`src/rtl/core/dbas_pkg.sv`:
```
// ----------------------------------------------------------------------------
// dbas_pkg
// Types and the BCD digit cell shared by the add/subtract pipeline stages.
// ----------------------------------------------------------------------------
package dbas_pkg;

  localparam int unsigned DataW  = 16;
  localparam int unsigned ByteW  = 8;
  localparam int unsigned DigitW = 4;

  localparam logic [DigitW-1:0] DigitTen = 4'hA;
  localparam logic [DigitW-1:0] DigitSix = 4'h6;

  localparam logic CmdAdd = 1'b0;
  localparam logic CmdSub = 1'b1;

  // request after operand masking
  typedef struct packed {
    logic             sub;
    logic             wide;
    logic             dec;
    logic             cin;
    logic [DataW-1:0] a;
    logic [DataW-1:0] b;
  } dbas_req_t;

  // low half done: binary result plus the two low decimal digits
  typedef struct packed {
    logic             sub;
    logic             wide;
    logic             dec;
    logic [DataW:0]   bin;
    logic             ovf;
    logic [ByteW-1:0] dec_lo;
    logic             dec_cy;
    logic [ByteW-1:0] a_hi;
    logic [ByteW-1:0] b_hi;
  } dbas_mid_t;

  // one decimal digit; cy means carry for add and no-borrow for subtract
  // returns {cy_out, digit}
  function automatic logic [DigitW:0] digit_step(
    input logic              sub,
    input logic              cy,
    input logic [DigitW-1:0] a,
    input logic [DigitW-1:0] b
  );
    logic [DigitW:0]   t;
    logic [DigitW+1:0] x;
    logic [DigitW:0]   r;
    t = {1'b0, a} + {1'b0, b} + {{DigitW{1'b0}}, cy};
    x = {2'b00, a} - {2'b00, b} - {{(DigitW+1){1'b0}}, ~cy};
    if (sub == CmdSub) begin
      if (x[DigitW+1] || (x[DigitW:0] >= {1'b0, DigitTen})) begin
        r = {1'b0, x[DigitW-1:0] + DigitTen};
      end else begin
        r = {1'b1, x[DigitW-1:0]};
      end
    end else begin
      if (t >= {1'b0, DigitTen}) begin
        r = {1'b1, t[DigitW-1:0] + DigitSix};
      end else begin
        r = {1'b0, t[DigitW-1:0]};
      end
    end
    return r;
  endfunction

endpackage

```
`src/rtl/core/decimal_binary_add_subtract_top.sv`:
```
// ----------------------------------------------------------------------------
// decimal_binary_add_subtract_top
// Pipelined binary/BCD add-with-carry and subtract-with-borrow unit.
// ----------------------------------------------------------------------------
// channel | signals                              | direction
// in      | in_valid_i, in_ready_o, request      | upstream to unit
// out     | out_valid_o, out_ready_i, result     | unit to downstream
//
// three register stages: operand capture, low digits plus binary sum,
// high digits plus result register; one request per cycle while out_ready_i does not stall
// reset clears only the stage valid bits
// a stage holds while its successor is full and stalled; ready ripples back
// ----------------------------------------------------------------------------
module decimal_binary_add_subtract_top (
  input  logic        clk_i,
  input  logic        rst_ni,
  input  logic        in_valid_i,
  output logic        in_ready_o,
  input  logic        command_i,
  input  logic        wide_i,
  input  logic        decimal_mode_i,
  input  logic        carry_in_i,
  input  logic [15:0] operand_a_i,
  input  logic [15:0] operand_b_i,
  output logic        out_valid_o,
  input  logic        out_ready_i,
  output logic [15:0] sum_o,
  output logic        carry_out_o,
  output logic        overflow_o
);

  logic                valid_q;
  dbas_pkg::dbas_req_t req_d, req_q;
  logic                lo_ready;
  logic                mid_valid;
  dbas_pkg::dbas_mid_t mid;
  logic                hi_ready;
  logic [15:0]         mask;

  assign in_ready_o = !valid_q || lo_ready;

  always_comb begin
    mask       = wide_i ? 16'hFFFF : 16'h00FF;
    req_d.sub  = command_i;
    req_d.wide = wide_i;
    req_d.dec  = decimal_mode_i;
    req_d.cin  = carry_in_i;
    req_d.a    = operand_a_i & mask;
    req_d.b    = operand_b_i & mask;
  end

  always_ff @(posedge clk_i or negedge rst_ni) begin
    if (!rst_ni) begin
      valid_q <= 1'b0;
    end else if (in_ready_o) begin
      valid_q <= in_valid_i;
    end
  end

  always_ff @(posedge clk_i) begin
    if (in_ready_o && in_valid_i) begin
      req_q <= req_d;
    end
  end

  dbas_lo_stage u_lo (
    .clk_i   (clk_i),
    .rst_ni  (rst_ni),
    .valid_i (valid_q),
    .ready_o (lo_ready),
    .req_i   (req_q),
    .valid_o (mid_valid),
    .ready_i (hi_ready),
    .mid_o   (mid)
  );

  dbas_hi_stage u_hi (
    .clk_i   (clk_i),
    .rst_ni  (rst_ni),
    .valid_i (mid_valid),
    .ready_o (hi_ready),
    .mid_i   (mid),
    .valid_o (out_valid_o),
    .ready_i (out_ready_i),
    .sum_o   (sum_o),
    .carry_o (carry_out_o),
    .ovf_o   (overflow_o)
  );

endmodule

```
`src/rtl/core/dbas_lo_stage.sv`:
```
// ----------------------------------------------------------------------------
// dbas_lo_stage
// Binary sum with overflow, and the two low decimal digits.
// ----------------------------------------------------------------------------
module dbas_lo_stage (
  input  logic               clk_i,
  input  logic               rst_ni,
  input  logic               valid_i,
  output logic               ready_o,
  input  dbas_pkg::dbas_req_t req_i,
  output logic               valid_o,
  input  logic               ready_i,
  output dbas_pkg::dbas_mid_t mid_o
);

  logic                            valid_q;
  dbas_pkg::dbas_mid_t             mid_d, mid_q;
  logic [dbas_pkg::DataW-1:0]      mask;
  logic [dbas_pkg::DataW-1:0]      bb;
  logic [dbas_pkg::DataW-1:0]      sign;
  logic [dbas_pkg::DigitW:0]       dig0, dig1;

  assign ready_o = !valid_q || ready_i;
  assign valid_o = valid_q;
  assign mid_o   = mid_q;

  always_comb begin
    mask = req_i.wide ? 16'hFFFF : 16'h00FF;
    sign = req_i.wide ? 16'h8000 : 16'h0080;
    bb   = (req_i.sub == dbas_pkg::CmdSub) ? (req_i.b ^ mask) : req_i.b;
    dig0 = dbas_pkg::digit_step(req_i.sub, req_i.cin, req_i.a[3:0], req_i.b[3:0]);
    dig1 = dbas_pkg::digit_step(req_i.sub, dig0[4], req_i.a[7:4], req_i.b[7:4]);

    mid_d.sub    = req_i.sub;
    mid_d.wide   = req_i.wide;
    mid_d.dec    = req_i.dec;
    mid_d.bin    = {1'b0, req_i.a} + {1'b0, bb} + {16'h0000, req_i.cin};
    mid_d.ovf    = |(~(req_i.a ^ bb) & (req_i.a ^ mid_d.bin[15:0]) & sign);
    mid_d.dec_lo = {dig1[3:0], dig0[3:0]};
    mid_d.dec_cy = dig1[4];
    mid_d.a_hi   = req_i.a[15:8];
    mid_d.b_hi   = req_i.b[15:8];
  end

  always_ff @(posedge clk_i or negedge rst_ni) begin
    if (!rst_ni) begin
      valid_q <= 1'b0;
    end else if (ready_o) begin
      valid_q <= valid_i;
    end
  end

  always_ff @(posedge clk_i) begin
    if (ready_o && valid_i) begin
      mid_q <= mid_d;
    end
  end

endmodule

```
`src/rtl/core/dbas_hi_stage.sv`:
```
// ----------------------------------------------------------------------------
// dbas_hi_stage
// Two high decimal digits, width select and the result register.
// ----------------------------------------------------------------------------
module dbas_hi_stage (
  input  logic                       clk_i,
  input  logic                       rst_ni,
  input  logic                       valid_i,
  output logic                       ready_o,
  input  dbas_pkg::dbas_mid_t        mid_i,
  output logic                       valid_o,
  input  logic                       ready_i,
  output logic [dbas_pkg::DataW-1:0] sum_o,
  output logic                       carry_o,
  output logic                       ovf_o
);

  logic                       valid_q;
  logic [dbas_pkg::DataW-1:0] sum_d, sum_q;
  logic                       carry_d, carry_q;
  logic                       ovf_q;
  logic [dbas_pkg::DigitW:0]  dig2, dig3;

  assign ready_o = !valid_q || ready_i;
  assign valid_o = valid_q;
  assign sum_o   = sum_q;
  assign carry_o = carry_q;
  assign ovf_o   = ovf_q;

  always_comb begin
    dig2 = dbas_pkg::digit_step(mid_i.sub, mid_i.dec_cy, mid_i.a_hi[3:0], mid_i.b_hi[3:0]);
    dig3 = dbas_pkg::digit_step(mid_i.sub, dig2[4], mid_i.a_hi[7:4], mid_i.b_hi[7:4]);
    if (mid_i.dec) begin
      if (mid_i.wide) begin
        sum_d   = {dig3[3:0], dig2[3:0], mid_i.dec_lo};
        carry_d = dig3[4];
      end else begin
        sum_d   = {8'h00, mid_i.dec_lo};
        carry_d = mid_i.dec_cy;
      end
    end else begin
      if (mid_i.wide) begin
        sum_d   = mid_i.bin[15:0];
        carry_d = mid_i.bin[16];
      end else begin
        sum_d   = {8'h00, mid_i.bin[7:0]};
        carry_d = mid_i.bin[8];
      end
    end
  end

  always_ff @(posedge clk_i or negedge rst_ni) begin
    if (!rst_ni) begin
      valid_q <= 1'b0;
    end else if (ready_o) begin
      valid_q <= valid_i;
    end
  end

  always_ff @(posedge clk_i) begin
    if (ready_o && valid_i) begin
      sum_q   <= sum_d;
      carry_q <= carry_d;
      ovf_q   <= mid_i.ovf;
    end
  end

endmodule
```
`config.mk`:
```
export PLATFORM = sky130hd
export DESIGN_NAME = decimal_binary_add_subtract_top
export DESIGN_NICKNAME = d
export VERILOG_FILES = /design/src/rtl/core/dbas_pkg.sv /design/src/rtl/core/decimal_binary_add_subtract_top.sv /design/src/rtl/core/dbas_lo_stage.sv /design/src/rtl/core/dbas_hi_stage.sv
export SDC_FILE = /design/constraint.sdc
export NUM_CORES = 1
export LEC_CHECK = 0
export BUFFER_PORTS_ARGS = -buffer_cell sky130_fd_sc_hd__buf_2
export CELL_PAD_IN_SITES_DETAIL_PLACEMENT = 1
export CELL_PAD_IN_SITES_GLOBAL_PLACEMENT = 1
export CORE_ASPECT_RATIO = 0.8
export CORE_UTILIZATION = 53
export DETAILED_ROUTE_END_ITERATION = 12
export PLACE_DENSITY_LB_ADDON = 0.12
export SLEW_MARGIN = 20
export SYNTH_ARGS = -nofsm -noshare
export SYNTH_HDL_FRONTEND = slang
export SYNTH_SLANG_ARGS = --single-unit
```
`constraint.sdc`:
```
create_clock -name clk_i -period 14.9 [get_ports clk_i]
set_input_delay 0.745 -clock clk_i [delete_from_list [all_inputs] [get_ports clk_i]]
set_output_delay 0.745 -clock clk_i [all_outputs]
set_load 0.01 [all_outputs]
```
==> flow_summary_export.csv <==
group,metric,value,unit
outcome,outcome,"complete, no violations",
timing,hold_ws,0.164,ns
timing,final-setup-viol-count,0,
power,p_comb_frac,0.369,
power,seq_power_share,0.392,
power,max-vdd-ir-drop,0.0000777,V
detailed_routing,drc,0,
grt,gr-total-overflow,0,
yosys,synthCells,585,
power,internal-power,674,uW
clock_tree,cts-resized-gates,0,
yosys,post_synth_edffs,100,
cells_and_area,final_area,7540,sq um
critical_path,worst_ep_arrival_time,6.15,ns
yosys,synth_top_area_frac,0.444,
grt,global_route.usage.total,0.249,
critical_path,crit_path_end_kind,"register",
critical_path,crit_chain,"ha_1, fa_1, xnor2_1, xor2_1, inv_1, ha_1, nand2_1, a21oi_1, o311a_1, o21ai_1, nand2_1, o21ai_0, fa_1, inv_1, fa_1, xor2_1, ha_1, inv_1, a31o_1, a211oi_1, a31oi_1, mux2_2, mux4_2",
run,maxCapViolCount,0,
yosys,compound_gate_portion_of_the_synthesized_area,0.122,
timing,maxClockFrequency,165,MHz
yosys,synth_warnings,0,
detailed_routing,detail_route.wirelength,15400,um
detailed_routing,drt-initial-drc-count,259,
timing,hold_violations,0,
power,cellLeakagePower,3.22,nW
yosys,synth.cell_area,6760,sq um
yosys,synth_simple_gate_area_frac,0.0920,
cells_and_area,final_core_util,0.613,
timing,final-max-slew-violation-count,0,
yosys,post_synth.cell_area_avg,11.6,sq um
detailed_routing,detail-route-antenna-nets,0,
yosys,post-synth-top-area-cell,"sky130_fd_sc_hd__edfxtp_1",
timing,fin_tns_setup,0,ns
critical_path,critical_path_class,"reg -> reg",
detailed_routing,detail_route.first_pass.iterations,4,
timing,layout_worst_path_cycle_share,0.406,
critical_path,cp.required,15.00,ns
yosys,ys_dominant_reg_cell,"sky130_fd_sc_hd__edfxtp_1",
yosys,synthXorXnorAreaFrac,0.0837,
timing,max-slew-margin-rel,0.291,
power,powerDensity,136,nW/um^2
grt,grt_pass1_wl,24500,um
yosys,synth_async_sr_flop_share,0.0291,
place,finalWeightedCongestion,0.847,
critical_path,cp-start-kind,"register",
place,place.port_buffers,59,
clock_tree,clock_tree.root_cell,"sky130_fd_sc_hd__clkbuf_16",
min_path,min-delay-path-class,"in -> async",
critical_path,worst-path-buf-inv,3,
grt,grt_max_degree,47,
yosys,synth_seq_area_share,0.455,
yosys,yosys.area_share.adder,0.158,
floorplanning,pin_count,60,
detailed_routing,dr_total_vias,4580,
power,pwr-share-clk,0.240,
clock_tree,cts.clk_slew.worst_paths,0.07,ns
timing,skew,0.00902,ns
yosys,synthMuxAreaShare,0.0474,
floorplanning,fp-row-count,36,
place,dp_hpwl,11700,um
timing,tightestPinTransition,1.06,ns
cells_and_area,n_antenna_cell,0,
critical_path,critical_path.max_fanout,5,
cells_and_area,finish.net_count,760,
floorplanning,core,12300,sq um
clock_tree,cts.repair_timing.setup_buffer_count,0,
clock_tree,worst_skew_late_latency,0.36,ns
critical_path,crit_family,"adder cells",
power,net-switching-power,348,uW
floorplanning,die_w,128,um
cells_and_area,area_growth_syn_to_layout,11.5,%
timing,rsz0062_at_grt,"no",
clock_tree,htreeDepth,3,
yosys,synth-seq-cells,103,
floorplanning,initial_core_util,0.550,
yosys,mappedNetlistNets,702,
grt,first_global_vias,4813,
yosys,synth_top_family_by_area,"adder cells",
clock_tree,clockBufferDepth,2,
cells_and_area,drive_above_1_share,0.151,
place,placed_cell_area,7230,sq um
detailed_routing,wl_per_cell,18.8,um
timing,period_needed,6.05,ns
detailed_routing,route.detailed.vias_per_inst,5.59,
grt,grt_antenna_before_repair,0,
clock_tree,clock_sink_count,103,
floorplanning,die_h,103,um
power,netSwitchingFraction,0.341,
critical_path,crit_slowest_cell,"sky130_fd_sc_hd__mux4_2",
floorplanning,die-area,13200,sq um
power,power,1.02,mW
clock_tree,cts_hold_buffers,0,
clock_tree,cts-buffers-inserted,9,
clock_tree,clock_tree_from_tritoncts,"built",
yosys,netlist_top_cells_area,"sky130_fd_sc_hd__edfxtp_1, sky130_fd_sc_hd__ha_1, sky130_fd_sc_hd__xnor2_1, sky130_fd_sc_hd__fa_1, sky130_fd_sc_hd__inv_1",
critical_path,slowest_delay,0.45,ns
yosys,ys_types,61,
[synthesized netlist by cell type, types with 4 or more instances]
library cell               instances
sky130_fd_sc_hd__and2_1           21
sky130_fd_sc_hd__clkbuf_1         10
sky130_fd_sc_hd__ha_1             63
sky130_fd_sc_hd__a21o_1           16
sky130_fd_sc_hd__o21ai_0          19
sky130_fd_sc_hd__mux2_2           13
sky130_fd_sc_hd__xnor2_1          36
sky130_fd_sc_hd__nand2_1          17
sky130_fd_sc_hd__a31oi_1           6
sky130_fd_sc_hd__or3_1             7
sky130_fd_sc_hd__o21bai_1          7
sky130_fd_sc_hd__fa_1             14
sky130_fd_sc_hd__nor2_1           34
sky130_fd_sc_hd__a21oi_1          28
sky130_fd_sc_hd__edfxtp_1        100
sky130_fd_sc_hd__a211oi_1          6
sky130_fd_sc_hd__mux2i_1          14
sky130_fd_sc_hd__nor3b_1           4
sky130_fd_sc_hd__o21a_1            7
sky130_fd_sc_hd__inv_1            61
sky130_fd_sc_hd__nor3_1            5
sky130_fd_sc_hd__nor2b_1          11
sky130_fd_sc_hd__a21boi_0          4
sky130_fd_sc_hd__nand2b_1          8
sky130_fd_sc_hd__xor2_1           24
[metrics by stage]
stage	std cells	worst slack, ns
after detailed placement	803	8.92
final	819	8.85
after CTS	819	8.87
after global routing	819	8.48
after floorplan	585	9.53
after global placement	803	9.30
[worst reg2reg max path: cells and delay by family (launching register included)]
family                   cells  cell delay (ns)
flip-flops                   1             0.44
multiplexers                 2             0.76
AO/OA/AOI/OAI                7             1.48
adder cells (fa/ha/maj)      6             1.78
AND/OR/NAND/NOR              2             0.17
buffers and inverters        3             0.22
XOR/XNOR                     3             0.95
[registers in the layout, summed over array words and instances (netlist names)]
name and cells:
u_lo.mid_o 46, req_q 36, u_hi.sum_o 16, u_hi.carry_o 1, u_hi.ovf_o 1, u_hi.valid_o 1
u_lo.valid_o 1, valid_q 1
[power by group through the flow]
stage,logic [mW],clock network [mW],registers [mW]
after floorplan,0.274,0,0.399
after detailed placement,0.369,0,0.407
after global routing,0.415,0.257,0.405
after CTS,0.375,0.250,0.401
after global placement,0.344,0,0.404
final,0.377,0.245,0.400
[cell type report]
cell class              instances  area (sq um)
fillers                      1300          4760
well taps                     171           214
clock inverters                 6          81.3
inverters                      61           229
clock buffers                  10           229
flip-flops and latches        103          3080
multi-input cells             408          3400
repair buffers                 60           303
[kinds of logic after synthesis]
kind of cell,count (synthesis)
AO/OA/AOI/OAI,122
AND/OR/NAND/NOR,118
flip-flops,103
adder cells (fa/ha/maj),77
buffers and inverters,74
XOR/XNOR,62
multiplexers,29
[routing by layer]
layer  global-route usage  vias to the layer above  routed length, um
li1                     -                     2184                  -
met1                0.321                     2282               7200
met2                0.435                      101               7460
met3               0.0467                       13                576
met4               0.0688                        0                189
met5                    0                        -                  0
[cell usage in the layout, fill, tap and decap left out, drive strengths merged, types with 3 or more instances in the layout]
| master | instances |
|---|---|
| edfxtp | 100 |
| ha | 63 |
| inv | 62 |
| buf | 60 |
| xnor2 | 36 |
| nor2 | 34 |
| a21oi | 29 |
| xor2 | 25 |
| o21ai | 21 |
| and2 | 21 |
| nand2 | 17 |
| a21o | 16 |
| mux2i | 14 |
| fa | 14 |
| mux2 | 14 |
| nor2b | 11 |
| clkbuf | 10 |
| nand2b | 8 |
| a211oi | 8 |
| o21a | 7 |
| o21bai | 7 |
| or3 | 7 |
| a31oi | 6 |
| nor3 | 5 |
| nor3b | 4 |
| a21boi | 4 |
| nand3b | 3 |
| and3b | 3 |
| dfrtp | 3 |
[final timing paths]
path                          startpoint              to  slack (ns)  depth (start not counted)
setup / recovery           u_lo.mid_o[0]    u_hi.carry_o        8.85                         23
hold / removal                    rst_ni         valid_q        0.16                          1
setup reg to reg           u_lo.mid_o[0]    u_hi.carry_o        8.85                         23
min in group clk_i             req_q[33]  u_lo.mid_o[43]        0.44                          0
max in group asynchronous         rst_ni    u_hi.valid_o       14.63                          1
hold reg to reg                req_q[33]  u_lo.mid_o[43]        0.44                          0
(Power assumes the default switching activity.)
